File: config.mk
export PLATFORM = sky130hd
export DESIGN_NAME = mdef_walk
export DESIGN_NICKNAME = d
export VERILOG_FILES = /design/src/design/mdef_pkg.sv /design/src/design/mdef_walk.sv
export SDC_FILE = /design/constraint.sdc
export NUM_CORES = 1
export LEC_CHECK = 0
export ABC_AREA = 1
export BUFFER_PORTS_ARGS = -buffer_cell sky130_fd_sc_hd__buf_2
export CORE_UTILIZATION = 24
export CTS_CLUSTER_SIZE = 20
export DETAILED_ROUTE_END_ITERATION = 6
export HOLD_SLACK_MARGIN = 0.1
export SLEW_MARGIN = 5
export SYNTH_ARGS = -nofsm -noshare
export SYNTH_HDL_FRONTEND = slang
export SYNTH_SLANG_ARGS = --single-unit
File: constraint.sdc
create_clock -name clk_i -period 2.15 [get_ports clk_i]
set_clock_uncertainty 0.05 [all_clocks]
set_input_delay 0.215 -clock clk_i [delete_from_list [all_inputs] [get_ports clk_i]]
set_output_delay 0.215 -clock clk_i [all_outputs]
set_load 0.1 [all_outputs]
File: src/design/mdef_pkg.sv
// ----------------------------------------------------------------------------
// mdef_pkg
// Shared types, codes and sizes for the maze dead-end filler.
// ----------------------------------------------------------------------------
package mdef_pkg;

  // Default store size
  localparam int MAX_ROWS_DEF = 64;
  localparam int MAX_COLS_DEF = 64;

  // Field and counter widths
  localparam int COORD_W    = 6;   // cell row / column fields
  localparam int CNT_W      = 7;   // walker coordinates and grid sizes
  localparam int REMOVED_W  = 12;  // removed cell count
  localparam int CFG_IDX_W  = 3;
  localparam int CFG_DATA_W = 7;

  // Register reset values
  localparam logic [CNT_W-1:0]   GRID_WIDTH_RST  = 7'd64;
  localparam logic [CNT_W-1:0]   GRID_HEIGHT_RST = 7'd64;
  localparam logic [COORD_W-1:0] START_ROW_RST   = 6'd0;
  localparam logic [COORD_W-1:0] START_COL_RST   = 6'd0;
  localparam logic [COORD_W-1:0] FINISH_ROW_RST  = 6'd63;
  localparam logic [COORD_W-1:0] FINISH_COL_RST  = 6'd63;

  // Item function codes
  typedef enum logic [1:0] {
    FUNC_WRITE = 2'd0,
    FUNC_RUN   = 2'd1,
    FUNC_READ  = 2'd2
  } func_e;

  // Configuration register indexes
  typedef enum logic [CFG_IDX_W-1:0] {
    CFG_GRID_WIDTH  = 3'd0,
    CFG_GRID_HEIGHT = 3'd1,
    CFG_START_ROW   = 3'd2,
    CFG_START_COL   = 3'd3,
    CFG_FINISH_ROW  = 3'd4,
    CFG_FINISH_COL  = 3'd5
  } cfg_idx_e;

  // Sweep order of a run
  typedef enum logic [1:0] {
    SWP_ROW_FWD = 2'd0,
    SWP_COL_FWD = 2'd1,
    SWP_ROW_REV = 2'd2,
    SWP_COL_REV = 2'd3
  } sweep_e;

  // Sequencer states
  typedef enum logic [2:0] {
    S_IDLE,
    S_CELL,
    S_RD_UP,
    S_RD_MID,
    S_RD_DN,
    S_EVAL,
    S_FIN
  } state_e;

  typedef struct packed {
    func_e              func;
    logic [COORD_W-1:0] cell_row;
    logic [COORD_W-1:0] cell_col;
    logic               cell_in;
  } item_t;

  typedef struct packed {
    logic                 cell_out;
    logic [REMOVED_W-1:0] removed_count;
  } result_t;

  // Walker control from the sequencer
  typedef struct packed {
    logic init;
    logic step;
  } walk_ctrl_t;

  // Walker position to the sequencer
  typedef struct packed {
    logic [CNT_W-1:0] row;
    logic [CNT_W-1:0] col;
    sweep_e           sweep;
    logic             last;
  } walk_pos_t;

endpackage

File: src/design/mdef_walk.sv
// ----------------------------------------------------------------------------
// mdef_walk
// Cell walker: steps through the interior cells in the four sweep orders.
// ----------------------------------------------------------------------------
module mdef_walk
  import mdef_pkg::*;
(
  input  logic             clk_i,
  input  logic             rst_ni,
  input  walk_ctrl_t       ctrl_i,
  input  logic [CNT_W-1:0] width_i,
  input  logic [CNT_W-1:0] height_i,
  output walk_pos_t        pos_o
);

  logic [CNT_W-1:0] row_q, row_d;
  logic [CNT_W-1:0] col_q, col_d;
  sweep_e           sweep_q, sweep_d;
  logic [CNT_W-1:0] wm2;
  logic [CNT_W-1:0] hm2;
  logic             last;

  assign wm2 = width_i - 7'd2;
  assign hm2 = height_i - 7'd2;

  // End of the current sweep
  always_comb begin
    unique case (sweep_q)
      SWP_ROW_FWD: last = (row_q == hm2) && (col_q == wm2);
      SWP_COL_FWD: last = (col_q == wm2) && (row_q == hm2);
      SWP_ROW_REV: last = (row_q == hm2) && (col_q == 7'd1);
      SWP_COL_REV: last = (col_q == wm2) && (row_q == 7'd1);
    endcase
  end

  // Advance the position
  always_comb begin
    row_d   = row_q;
    col_d   = col_q;
    sweep_d = sweep_q;
    if (ctrl_i.init) begin
      row_d   = 7'd1;
      col_d   = 7'd1;
      sweep_d = SWP_ROW_FWD;
    end else if (ctrl_i.step && last) begin
      unique case (sweep_q)
        SWP_ROW_FWD: begin
          sweep_d = SWP_COL_FWD;
          row_d   = 7'd1;
          col_d   = 7'd1;
        end
        SWP_COL_FWD: begin
          sweep_d = SWP_ROW_REV;
          row_d   = 7'd1;
          col_d   = wm2;
        end
        SWP_ROW_REV: begin
          sweep_d = SWP_COL_REV;
          row_d   = hm2;
          col_d   = 7'd1;
        end
        SWP_COL_REV: begin
          sweep_d = SWP_ROW_FWD;
          row_d   = 7'd1;
          col_d   = 7'd1;
        end
      endcase
    end else if (ctrl_i.step) begin
      unique case (sweep_q)
        SWP_ROW_FWD: begin
          if (col_q == wm2) begin
            col_d = 7'd1;
            row_d = row_q + 7'd1;
          end else begin
            col_d = col_q + 7'd1;
          end
        end
        SWP_COL_FWD: begin
          if (row_q == hm2) begin
            row_d = 7'd1;
            col_d = col_q + 7'd1;
          end else begin
            row_d = row_q + 7'd1;
          end
        end
        SWP_ROW_REV: begin
          if (col_q == 7'd1) begin
            col_d = wm2;
            row_d = row_q + 7'd1;
          end else begin
            col_d = col_q - 7'd1;
          end
        end
        SWP_COL_REV: begin
          if (row_q == 7'd1) begin
            row_d = hm2;
            col_d = col_q + 7'd1;
          end else begin
            row_d = row_q - 7'd1;
          end
        end
      endcase
    end
  end

  always_ff @(posedge clk_i or negedge rst_ni) begin
    if (!rst_ni) begin
      row_q   <= 7'd1;
      col_q   <= 7'd1;
      sweep_q <= SWP_ROW_FWD;
    end else begin
      row_q   <= row_d;
      col_q   <= col_d;
      sweep_q <= sweep_d;
    end
  end

  assign pos_o.row   = row_q;
  assign pos_o.col   = col_q;
  assign pos_o.sweep = sweep_q;
  assign pos_o.last  = last;

endmodule

==> impl_metrics.tcl <==
set metrics [dict create \
    fin_crit_ps 2238 \
    worst-r2r-cell-count 13 \
    top_layer "met4" \
    clockBufferDepth 2 \
    syn_nets 437 \
    core_area_sq_um 9910 \
    layout.nets 513 \
    vias 2863 \
    hold_slack_ps 356.5 \
    report.final.slew_viol_count 0 \
    postRouteAntennaNets 0 \
    drive_gt1_frac 0.3319 \
    hold_violations 0 \
    met3_length_um 264 \
    fillers 1112 \
    ys.flop_type "dfrtp_1" \
    ff2ff_setup_slack_ps -50 \
    numPortBuffers 34 \
    ys_seq_area_frac 0.1621 \
    arrival_ps 1970 \
    p_sw_w 0.0007476 \
    drc 0 \
    cts_inserted_buffers 3 \
    ctsHtreeMaxLevel 1 \
    io_pins 35 \
    synth_top_area_frac 0.2053 \
    hpwlAfterDp_um 6006 \
    multiInputGateArea_sq_um 1976 \
    viasPerCell 4.678 \
    rows 36 \
    grt_max_degree 17 \
    fin_ws_ps -88.03 \
    yosysWarnings 0 \
    power.leakage_nw 1.748 \
    power_density_nw_per_um2 469.3 \
    syn_area_sq_um 2486 \
    antenna_found_initial 0 \
    grt_use_total 0.1352 \
    yosys.area.top_type "nand2_1" \
    ys_async_sr_fraction 1.000 \
    hp-class "in2async" \
    cts.sink_count 16 \
    drv_cap 0 \
    synth_commonest_cells "136 x nand2_1, 43 x nand3_1, 35 x inv_1, 29 x nor2_1, 21 x xor2_1" \
    antenna_cells 0 \
    wl_met1_um 3645 \
    setup.worst_path.class "reg2out" \
    combPwrFrac 0.584 \
    cts.clk_slew.worst_paths_ps 60 \
    setup_viol 8 \
    area_growth_syn_to_layout_pct 34.12 \
    fp.dieArea_sq_um 10770 \
    fmax_ghz 0.4468 \
    wirelength_um 7396 \
    relSlewSlack 0.6748 \
    postSynthCellCount 404 \
    grt.overflow.total 0 \
    cts_root_buf "clkbuf_8" \
    critPathMaxFanout 5 \
    first_global_vias 2583 \
    power_frac_clock 0.163 \
    clock_latency_ps 240 \
    cp-start-kind "flop" \
    wl_per_cell_um 12.08 \
    register_area_sq_um 430.4 \
    run_status "complete, but fails checks" \
    die_h_um 103.8 \
    drt-pass1-iter-count 5 \
    synth.top_cells.by_area "nand2_1 21%, dfrtp_1 14%, nand3_1 8.7%" \
    synth-seq-cells 16 \
    r2r-start "col_q[0]" \
    synth_cell_types 33 \
    grt_pass1_wl_um 12270 \
    routabilityCongestion 0.9029 \
    synth-edff-count 0 \
    cts_tree "built" \
    fin_util 0.3365 \
    wl_met2_um 3422 \
    cp-end-kind "output port" \
    startpoint "col_q[0]" \
    violations "negative setup slack" \
    yosysMostFrequentCell "nand2_1" \
    fin_setup_tns_ps -272.2 \
    p_sw_frac 0.4778 \
    rsz0062_at_grt "true" \
    required_ps 1880 \
    worst_pin_slew_ps 491.2 \
    reg2reg_to "row_q[5]" \
    start_util 0.2509 \
    die_width_um 103.8 \
    vdd_drop_max_mv 0.1723 \
    fin_crit_sh 1.041 \
    p_int_w 0.0008172 \
    synth_area_per_cell_sq_um 6.154 \
    drt_iter0_drc 208 \
    seq_power_share 0.252 \
]
placed cells by master (no fill, tap or decap), drive strengths merged, types with 4 or more instances in the layout:
cell type / n
o22ai: 4
nand3: 58
nand2: 144
inv: 44
xnor2: 4
dfrtp: 14
clkbuf: 4
xor2: 21
ha: 15
nand4: 12
buf: 78
nor2: 38
a21oi: 11
o21ai: 17
registers in the layout (all words and copies together) (netlist names):
name and count:
sweep_q 2, row_q 7, col_q 7
how the worst max path moves through the flow:
stage	slack (ps)	to	depth (start not counted)
2_1_floorplan	-80	row_q[3]	14
3_3_place_gp	-30	col_q[4]	19
3_5_place_dp	-90	col_q[4]	18
4_1_cts	-40	pos_o[0]	9
5_1_grt	-190	pos_o[0]	10
6_report	-90	pos_o[0]	10
per-layer routing:
layer / vias to the layer above / GRT usage
met1: 1326 / 0.1952
met5: - / 0
met3: 6 / 0.01007
li1: 1462 / -
met2: 69 / 0.2181
met4: 0 / 0.03061
final cells by class:
type / count / share of cell area
clock buffer: 4 / 0.01651
sequential: 16 / 0.1291
inverter: 45 / 0.05216
timing repair buffer: 79 / 0.1598
tap: 133 / 0.04991
multi-input combinational: 335 / 0.5925
worst max-delay path, stage by stage, from the launching register on:
cell     delay [ps]
dfstp_4         650
buf_4           130
xnor2_2         100
nand3_1         110
nor2_2          140
nand3_4         100
nor2_4          110
nand2_4          70
nand2_4          70
buf_6            90
buf_12          160
power groups by stage:
stage	combinational [W]	clock, W	sequential (W)
after floorplan	0.000460	0	0.000574
after global placement	0.000851	0	0.000404
after detailed placement	0.000858	0	0.000402
after CTS	0.000884	0.000266	0.000394
after global routing	0.00100	0.000279	0.000399
final	0.000915	0.000255	0.000395
metrics by stage:
step | power, W | setup WS, ps | instance area (sq um) | std cells
after detailed placement | 0.001261 | -92.99 | 3088 | 598
final | 0.001565 | -88.03 | 3334 | 612
after floorplan | 0.001035 | -75.56 | 2546 | 404
after CTS | 0.001544 | -35.42 | 3216 | 607
after global routing | 0.001682 | -193.7 | 3334 | 612
after global placement | 0.001255 | -34.50 | 3088 | 598
kinds of logic after synthesis:
| family | after synthesis | synth area share |
|---|---|---|
| simple gates | 257 | 0.5013 |
| buf+inv | 54 | 0.09209 |
| compound gates | 37 | 0.08103 |
| xor+xnor | 25 | 0.08807 |
| flops | 16 | 0.1621 |
| fa+ha+maj | 15 | 0.07549 |
repair_timing:
item / in CTS / in global routing
endpoints found under the hold margin: 14 / 0
setup endpoints to repair: 1 / 16
gates resized for setup: 6 / 18
setup buffers: 4 / 4
hold buffers: 1 / 0
gates cloned: 0 / 1
pin swaps: 6 / 7
Note: power is estimated with default switching activity, not from simulation.
