### config.mk
export PLATFORM = sky130hd
export DESIGN_NAME = mdef_visit
export DESIGN_NICKNAME = d
export VERILOG_FILES = /design/src/design/mdef_pkg.sv /design/src/design/mdef_visit.sv
export SDC_FILE = /design/constraint.sdc
export NUM_CORES = 1
export LEC_CHECK = 0
export BUFFER_PORTS_ARGS = -buffer_cell sky130_fd_sc_hd__buf_4
export CAP_MARGIN = 20
export CORE_AREA = 5 5 113 115
export DETAILED_ROUTE_END_ITERATION = 10
export DIE_AREA = 0 0 118 120
export PLACE_DENSITY = 0.65
export SKIP_LAST_GASP = 1
export SLEW_MARGIN = 15
export SYNTH_ARGS = -nofsm -noshare
export SYNTH_HDL_FRONTEND = slang
export SYNTH_SLANG_ARGS = --single-unit
### constraint.sdc
create_clock -name vclk -period 8.19
set_input_delay 1.2285 -clock vclk [all_inputs]
set_output_delay 1.2285 -clock vclk [all_outputs]
set_load 0.1 [all_outputs]
### src/design/mdef_pkg.sv
// ----------------------------------------------------------------------------
// mdef_pkg
// Shared types, codes and sizes for the maze dead-end filler.
// ----------------------------------------------------------------------------
package mdef_pkg;

  // Default store size
  localparam int MAX_ROWS_DEF = 64;
  localparam int MAX_COLS_DEF = 64;

  // Field and counter widths
  localparam int COORD_W    = 6;   // cell row / column fields
  localparam int CNT_W      = 7;   // walker coordinates and grid sizes
  localparam int REMOVED_W  = 12;  // removed cell count
  localparam int CFG_IDX_W  = 3;
  localparam int CFG_DATA_W = 7;

  // Register reset values
  localparam logic [CNT_W-1:0]   GRID_WIDTH_RST  = 7'd64;
  localparam logic [CNT_W-1:0]   GRID_HEIGHT_RST = 7'd64;
  localparam logic [COORD_W-1:0] START_ROW_RST   = 6'd0;
  localparam logic [COORD_W-1:0] START_COL_RST   = 6'd0;
  localparam logic [COORD_W-1:0] FINISH_ROW_RST  = 6'd63;
  localparam logic [COORD_W-1:0] FINISH_COL_RST  = 6'd63;

  // Item function codes
  typedef enum logic [1:0] {
    FUNC_WRITE = 2'd0,
    FUNC_RUN   = 2'd1,
    FUNC_READ  = 2'd2
  } func_e;

  // Configuration register indexes
  typedef enum logic [CFG_IDX_W-1:0] {
    CFG_GRID_WIDTH  = 3'd0,
    CFG_GRID_HEIGHT = 3'd1,
    CFG_START_ROW   = 3'd2,
    CFG_START_COL   = 3'd3,
    CFG_FINISH_ROW  = 3'd4,
    CFG_FINISH_COL  = 3'd5
  } cfg_idx_e;

  // Sweep order of a run
  typedef enum logic [1:0] {
    SWP_ROW_FWD = 2'd0,
    SWP_COL_FWD = 2'd1,
    SWP_ROW_REV = 2'd2,
    SWP_COL_REV = 2'd3
  } sweep_e;

  // Sequencer states
  typedef enum logic [2:0] {
    S_IDLE,
    S_CELL,
    S_RD_UP,
    S_RD_MID,
    S_RD_DN,
    S_EVAL,
    S_FIN
  } state_e;

  typedef struct packed {
    func_e              func;
    logic [COORD_W-1:0] cell_row;
    logic [COORD_W-1:0] cell_col;
    logic               cell_in;
  } item_t;

  typedef struct packed {
    logic                 cell_out;
    logic [REMOVED_W-1:0] removed_count;
  } result_t;

  // Walker control from the sequencer
  typedef struct packed {
    logic init;
    logic step;
  } walk_ctrl_t;

  // Walker position to the sequencer
  typedef struct packed {
    logic [CNT_W-1:0] row;
    logic [CNT_W-1:0] col;
    sweep_e           sweep;
    logic             last;
  } walk_pos_t;

endpackage

### src/design/mdef_visit.sv
// ----------------------------------------------------------------------------
// mdef_visit
// Dead-end test for one cell: counts open neighbours over three stored rows.
// ----------------------------------------------------------------------------
module mdef_visit
  import mdef_pkg::*;
#(
  parameter int MaxCols = MAX_COLS_DEF
) (
  input  logic [MaxCols-1:0] up_i,
  input  logic [MaxCols-1:0] mid_i,
  input  logic [MaxCols-1:0] dn_i,
  input  logic [CNT_W-1:0]   row_i,
  input  logic [CNT_W-1:0]   col_i,
  input  logic [COORD_W-1:0] start_row_i,
  input  logic [COORD_W-1:0] start_col_i,
  input  logic [COORD_W-1:0] finish_row_i,
  input  logic [COORD_W-1:0] finish_col_i,
  output logic               fill_o,
  output logic [MaxCols-1:0] row_o
);

  localparam int ColAw = $clog2(MaxCols);

  logic [ColAw-1:0] c_idx;
  logic [ColAw-1:0] cl_idx;
  logic [ColAw-1:0] cr_idx;
  logic [2:0]       open_cnt;
  logic             is_start;
  logic             is_finish;

  // Column taps of the cell and its left and right neighbours
  assign c_idx  = ColAw'(col_i);
  assign cl_idx = ColAw'(col_i - 7'd1);
  assign cr_idx = ColAw'(col_i + 7'd1);

  // Count open neighbours
  assign open_cnt = 3'(!mid_i[cl_idx]) + 3'(!mid_i[cr_idx])
                  + 3'(!up_i[c_idx])   + 3'(!dn_i[c_idx]);

  assign is_start  = (row_i == CNT_W'(start_row_i))  && (col_i == CNT_W'(start_col_i));
  assign is_finish = (row_i == CNT_W'(finish_row_i)) && (col_i == CNT_W'(finish_col_i));

  // Fill an open dead end that is neither start nor finish
  assign fill_o = !mid_i[c_idx] && !is_start && !is_finish && (open_cnt < 3'd2);

  always_comb begin
    row_o        = mid_i;
    row_o[c_idx] = 1'b1;
  end

endmodule

==> impl_metrics.yaml, run 1 <==
floorplanning:
  dieArea_sq_um: 14160
  rows: 40
  die_h_um: 120
  start_util: 0.3309
  io_pins: 295
  core_sq_um: 11710
  die_x_um: 118
clocking:
  post_cts_buffers: 0
  cts.hold.buffers_added: 0
  cts_resized: 0
layout:
  nets: 932
  area_growth_pct: 57.60
  seq_cell_count: 0
  drive_above_1_share: 0.5294
  final_cell_area_sq_um: 6107
  final_cell_mix: "309 x buf_4, 63 x a21o_1, 35 x mux4_2"
  diodes: 0
  final_common_cell: "buf_4"
  finalNonFillerCells: 844
  regArea_sq_um: 0
  clockBufferCount: 0
logic_synthesis:
  ys_seq_area_frac: 0
  ys_types: 61
  synth-compound-area-share: 0.3142
  synth_top_family_by_area: "multiplexers"
  syn_area_sq_um: 3875
  synthMuxAreaShare: 0.3985
  yosys.area_share.simple: 0.1250
  yosysWarnings: 0
  synth_top_area_share: 0.2034
  synth_top_cell_by_area: "mux4_2"
  synth_xor_area_frac: 0.07459
  syn-instance-count: 435
  synth_fa_ha_area_frac: 0.01162
  syn_avg_cell_area_sq_um: 8.908
  syn-num-nets: 668
  ys_top_cells_by_area: "mux4_2 20%, a21o_1 12%, mux2i_1 7.5%"
placed_design:
  place_area_sq_um: 6107
  dp_hpwl_mm: 16.77
  place.port_buffers: 295
  gp_congestion: 0.9486
  numPlacedInstances: 844
setup_path:
  crit_top_cell: "buf_4"
  cpPeakStageDelay_ns: 1.14
  cp.arrival_ns: 6.07
  cp_top_family: "buffers and inverters"
  crit_slowest_cell: "ha_1"
  critical_path.startpoint_type: "input port"
  end_kind: "output pin"
  crit_chain: "buf_4, clkinv_1, ha_1, buf_4, mux4_2, mux4_2, mux2i_1, nand2_1, o21ai_2, fa_1, o21a_1, nand4_1, o211a_1, buf_4"
  path_class: "input port to output pin"
  critical_path_buf_inv_count: 4
  crit_cells: 14
  crit_fanout: 43
  required_ns: 6.96
pwr:
  finalPower_mw: 0.5186
  power_switching_share: 0.5970
  powerDensity_nw_per_um2: 84.91
  peakVddDrop_mv: 0.06323
  pwr-share-clk: 0
  power.leakage_nw: 3.013
  internal-power_mw: 0.2090
  pwr-share-comb: 1.000
  pwr-share-seq: 0
  power.switching_mw: 0.3096
timing:
  finalCriticalPeriod_ns: 7.303
  worstMarginPinSlew_ns: 1.086
  setup_violations: 0
  slew_headroom: 0.2758
  hold_viol_final: 0
  rsz0062_at_grt: "false"
  slew_viol_final: 0
  finalCritPeriodShare: 0.8917
  hold_slack_ns: 2.903
  tns_ns: 0
  max_freq_mhz: 136.9
min_path:
  whs_path_depth: 3
  hold_path.class: "input port to output pin"
  min_from: "mid_i[4]"
  hold_end: "row_o[4]"
routing:
  via_per_inst: 6.160
  drt-total-wl_mm: 21.08
  firstDrtPassIters: 5
  wl_per_cell_um: 24.98
  final_antenna_net_count: 0
  wl_met3_mm: 1.782
  wl_met2_mm: 10.55
  drt-met1-wl_mm: 8.217
  vias: 5199
  drc: 0
  first_iter_violations: 270
  top_layer_used: "met4"
grt:
  first_global_vias: 5406
  grt_use_total: 0.2794
  grt_max_degree: 60
  antenna_found_initial: 0
  grt_pass1_wl_mm: 31.88
  grt_overflow: 0
outcome:
  status: "finished, final reports clean"
job:
  max_cap_viol_count: 0
logic make-up (layout without fill, tap and decap cells):
logic type	after synthesis	in the layout
AOI/OAI and AO/OA	164	164
xor gates and xnor gates	33	33
adders and majority gates	3	3
buffers and inverters	52	314
muxes	92	92
and+or+nand+nor	91	91
routing by layer:
| metal | GRT usage | vias up |
|---|---|---|
| met3 | 0.06126 | 42 |
| met5 | 0 | - |
| met1 | 0.3493 | 2549 |
| met4 | 0.06165 | 0 |
| met2 | 0.4922 | 305 |
| li1 | - | 2303 |
area by class of cell:
cell class / instances / area [sq um]
fillers: 1135 / 5604
inverters: 5 / 18.77
multi-input cells: 383 / 3585
well taps: 147 / 183.9
repair buffers: 309 / 2320
worst min-delay path: cells and delay by family:
kind / cells / cell delay, ns
buffers and inverters: 2 / 0.37
AO/OA/AOI/OAI: 1 / 0.07
synthesized netlist by cell type (2+ instances only):
library cell and number:
o22ai_1 7, and3_1 2, nor3_1 8, a22oi_1 17, a31oi_1 5, buf_4 3, and3b_1 2, nor3b_1 2
buf_6 5, nand3_1 9, nor2_1 15, a21o_1 63, nand4_1 4, o21ai_1 2, nor2b_1 5, a211oi_1 10
nand2_1 22, mux2_2 17, a32o_1 2, mux4_2 35, and2_1 4, o21ai_0 11, nand3b_1 3, buf_2 15
nand2b_1 2, xnor2_1 12, mux2i_1 29, a221oi_1 11, a21oi_1 10, and2_0 2, buf_12 2, clkbuf_1 20
a222oi_1 3, ha_1 2, xor2_1 21, clkinv_1 3, a22o_1 10, a221o_1 2, mux4_1 10, inv_1 2
o221ai_1 2, nor4_1 4, buf_1 2
how the worst max path moves through the flow:
stage	from	endpoint	slack, ns
floorplan	col_i[1]	fill_o	1.75
global placement	col_i[0]	fill_o	1.02
detailed placement	col_i[0]	fill_o	0.93
CTS	col_i[0]	fill_o	0.95
global route	col_i[0]	fill_o	0.63
finish	col_i[0]	fill_o	0.89
power by group through the flow:
stage / logic [mW] / registers [mW] / clock network (mW)
6_report: 0.519 / 0 / 0
5_1_grt: 0.544 / 0 / 0
4_1_cts: 0.516 / 0 / 0
3_5_place_dp: 0.515 / 0 / 0
3_3_place_gp: 0.512 / 0 / 0
2_1_floorplan: 0.336 / 0 / 0
stage by stage:
stage                     utilization  setup slack [ns]
after floorplan                     -             1.754
after global placement         0.5215             1.019
after detailed placement       0.5215            0.9345
after CTS                      0.5215            0.9500
after global routing           0.5215            0.6329
final                          0.5215            0.8870
Power figures use the tool's default switching activity.
==> run 2, diff against run 1 <==
--- a/config.mk
+++ b/config.mk
@@ -11,6 +11,7 @@
 export DETAILED_ROUTE_END_ITERATION = 10
 export DIE_AREA = 0 0 118 120
 export PLACE_DENSITY = 0.65
+export REMOVE_ABC_BUFFERS = 1
 export SKIP_LAST_GASP = 1
 export SLEW_MARGIN = 15
 export SYNTH_ARGS = -nofsm -noshare
==> run 2 against run 1 <==
  * Cell area increased by 0.25%
  * First-iteration DRC count increased by 59%
  * Via count shrank 0.42%
  * Sequential share of layout area unchanged
  * Hold slack better by 0.0052 ns
  * Maximum frequency is 5.3% higher
  * Non-clock buffer count rose by 2
  * Routed wire length is 1.0% lower
  * Core utilization is 0.13 points higher
  * Final cell count up 0.24%
  * Critical path type unchanged
  * Critical endpoint unchanged
  * Largest cell class unchanged
  * Largest power group unchanged
==> impl_metrics.yaml, run 2 (synthesis gave the netlist of run 1 again) <==
clocking:
  cts.hold.buffers_added: 0
  post_cts_buffers: 0
  cts_resized: 0
setup_path:
  cpPeakStageDelay_ns: 1.08
  crit_top_cell: "buf_4"
  cp_top_family: "adder cells"
  crit_slowest_cell: "ha_1"
  crit_chain: "buf_4, clkinv_1, ha_1, mux2i_1, mux4_2, o311ai_0, a311oi_1, mux2_2, fa_1, a31oi_1, o21ai_0, nor4_1, o211a_1, buf_4"
  cp.arrival_ns: 5.71
  crit_fanout: 28
  critical_path.startpoint_type: "input port"
  end_kind: "output pin"
  required_ns: 6.96
  critical_path_buf_inv_count: 3
  path_class: "input port to output pin"
pwr:
  power.leakage_nw: 3.022
  powerDensity_nw_per_um2: 84.40
  peakVddDrop_mv: 0.06058
  power_switching_share: 0.5932
  pwr-share-comb: 1.000
  power.switching_mw: 0.3065
  internal-power_mw: 0.2102
  pwr-share-clk: 0
  pwr-share-seq: 0
job:
  max_cap_viol_count: 0
timing:
  max_freq_mhz: 144.2
  worstMarginPinSlew_ns: 1.052
  slew_viol_final: 0
  finalCriticalPeriod_ns: 6.936
  slew_headroom: 0.2974
  tns_ns: 0
  hold_viol_final: 0
  hold_slack_ns: 2.909
  finalCritPeriodShare: 0.8469
  setup_violations: 0
  rsz0062_at_grt: "false"
layout:
  regArea_sq_um: 0
  clockBufferCount: 0
  nets: 934
  area_growth_pct: 57.99
  final_common_cell: "buf_4"
  drive_above_1_share: 0.5308
  seq_cell_count: 0
  final_cell_mix: "311 x buf_4, 63 x a21o_1, 35 x mux4_2"
  diodes: 0
  num-fill-cells: 1130
routing:
  wl_per_cell_um: 24.66
  via_per_inst: 6.119
  vias: 5177
  final_antenna_net_count: 0
  drt-met1-wl_mm: 8.206
  drc: 0
  wl_met2_mm: 10.74
  top_layer_used: "met4"
  wl_met3_mm: 1.584
  firstDrtPassIters: 6
  first_iter_violations: 430
  drt-total-wl_mm: 20.87
grt:
  first_global_vias: 5429
  grt_max_degree: 75
  grt_use_total: 0.2764
  antenna_found_initial: 0
  grt_overflow: 0
  grt_pass1_wl_mm: 31.60
floorplanning:
  die_h_um: 120
  die_x_um: 118
  core_sq_um: 11710
  rows: 40
  io_pins: 295
  dieArea_sq_um: 14160
  start_util: 0.3309
min_path:
  min_from: "mid_i[0]"
  hold_end: "row_o[0]"
  hold_path.class: "input port to output pin"
  whs_path_depth: 3
placed_design:
  dp_hpwl_mm: 16.66
  gp_congestion: 0.8772
  place.port_buffers: 295
outcome:
  status: "finished, final reports clean"
-- run 2: metrics by stage --
stage	total power, mW	setup WS [ns]	std cells	util	cell area (sq um)
2_1_floorplan	0.3098	1.806	388	-	3598
3_3_place_gp	0.5087	1.405	846	0.5228	6122
3_5_place_dp	0.5137	1.265	846	0.5228	6122
4_1_cts	0.5157	1.252	846	0.5228	6122
5_1_grt	0.5446	0.7931	846	0.5228	6122
6_report	0.5167	1.254	846	0.5228	6122
-- run 2: cell type report --
cell class	instances	area, sq um	share of cell area
Inverter	5	18.77	0.003066
Tap cell	147	183.9	0.03004
Multi-Input combinational cell	383	3585	0.5855
Timing Repair Buffer	311	2335	0.3814
-- run 2: per-layer routing --
metal | vias up | global-route usage
li1 | 2311 | -
met3 | 27 | 0.03205
met2 | 291 | 0.5060
met4 | 0 | 0.03369
met5 | - | 0
met1 | 2548 | 0.3586
-- run 2: worst max path at each step --
stage                   from      to  slack [ns]  cells past startpoint
global placement    col_i[0]  fill_o        1.41                     13
detailed placement  col_i[0]  fill_o        1.27                     14
floorplan           col_i[1]  fill_o        1.81                     11
CTS                 col_i[0]  fill_o        1.25                     14
global route        col_i[0]  fill_o        0.79                     14
finish              col_i[0]  fill_o        1.25                     14
-- run 2: power groups by stage --
stage / logic [mW] / clock network (mW) / registers [mW]
5_1_grt: 0.545 / 0 / 0
4_1_cts: 0.516 / 0 / 0
2_1_floorplan: 0.310 / 0 / 0
6_report: 0.517 / 0 / 0
3_3_place_gp: 0.509 / 0 / 0
3_5_place_dp: 0.514 / 0 / 0
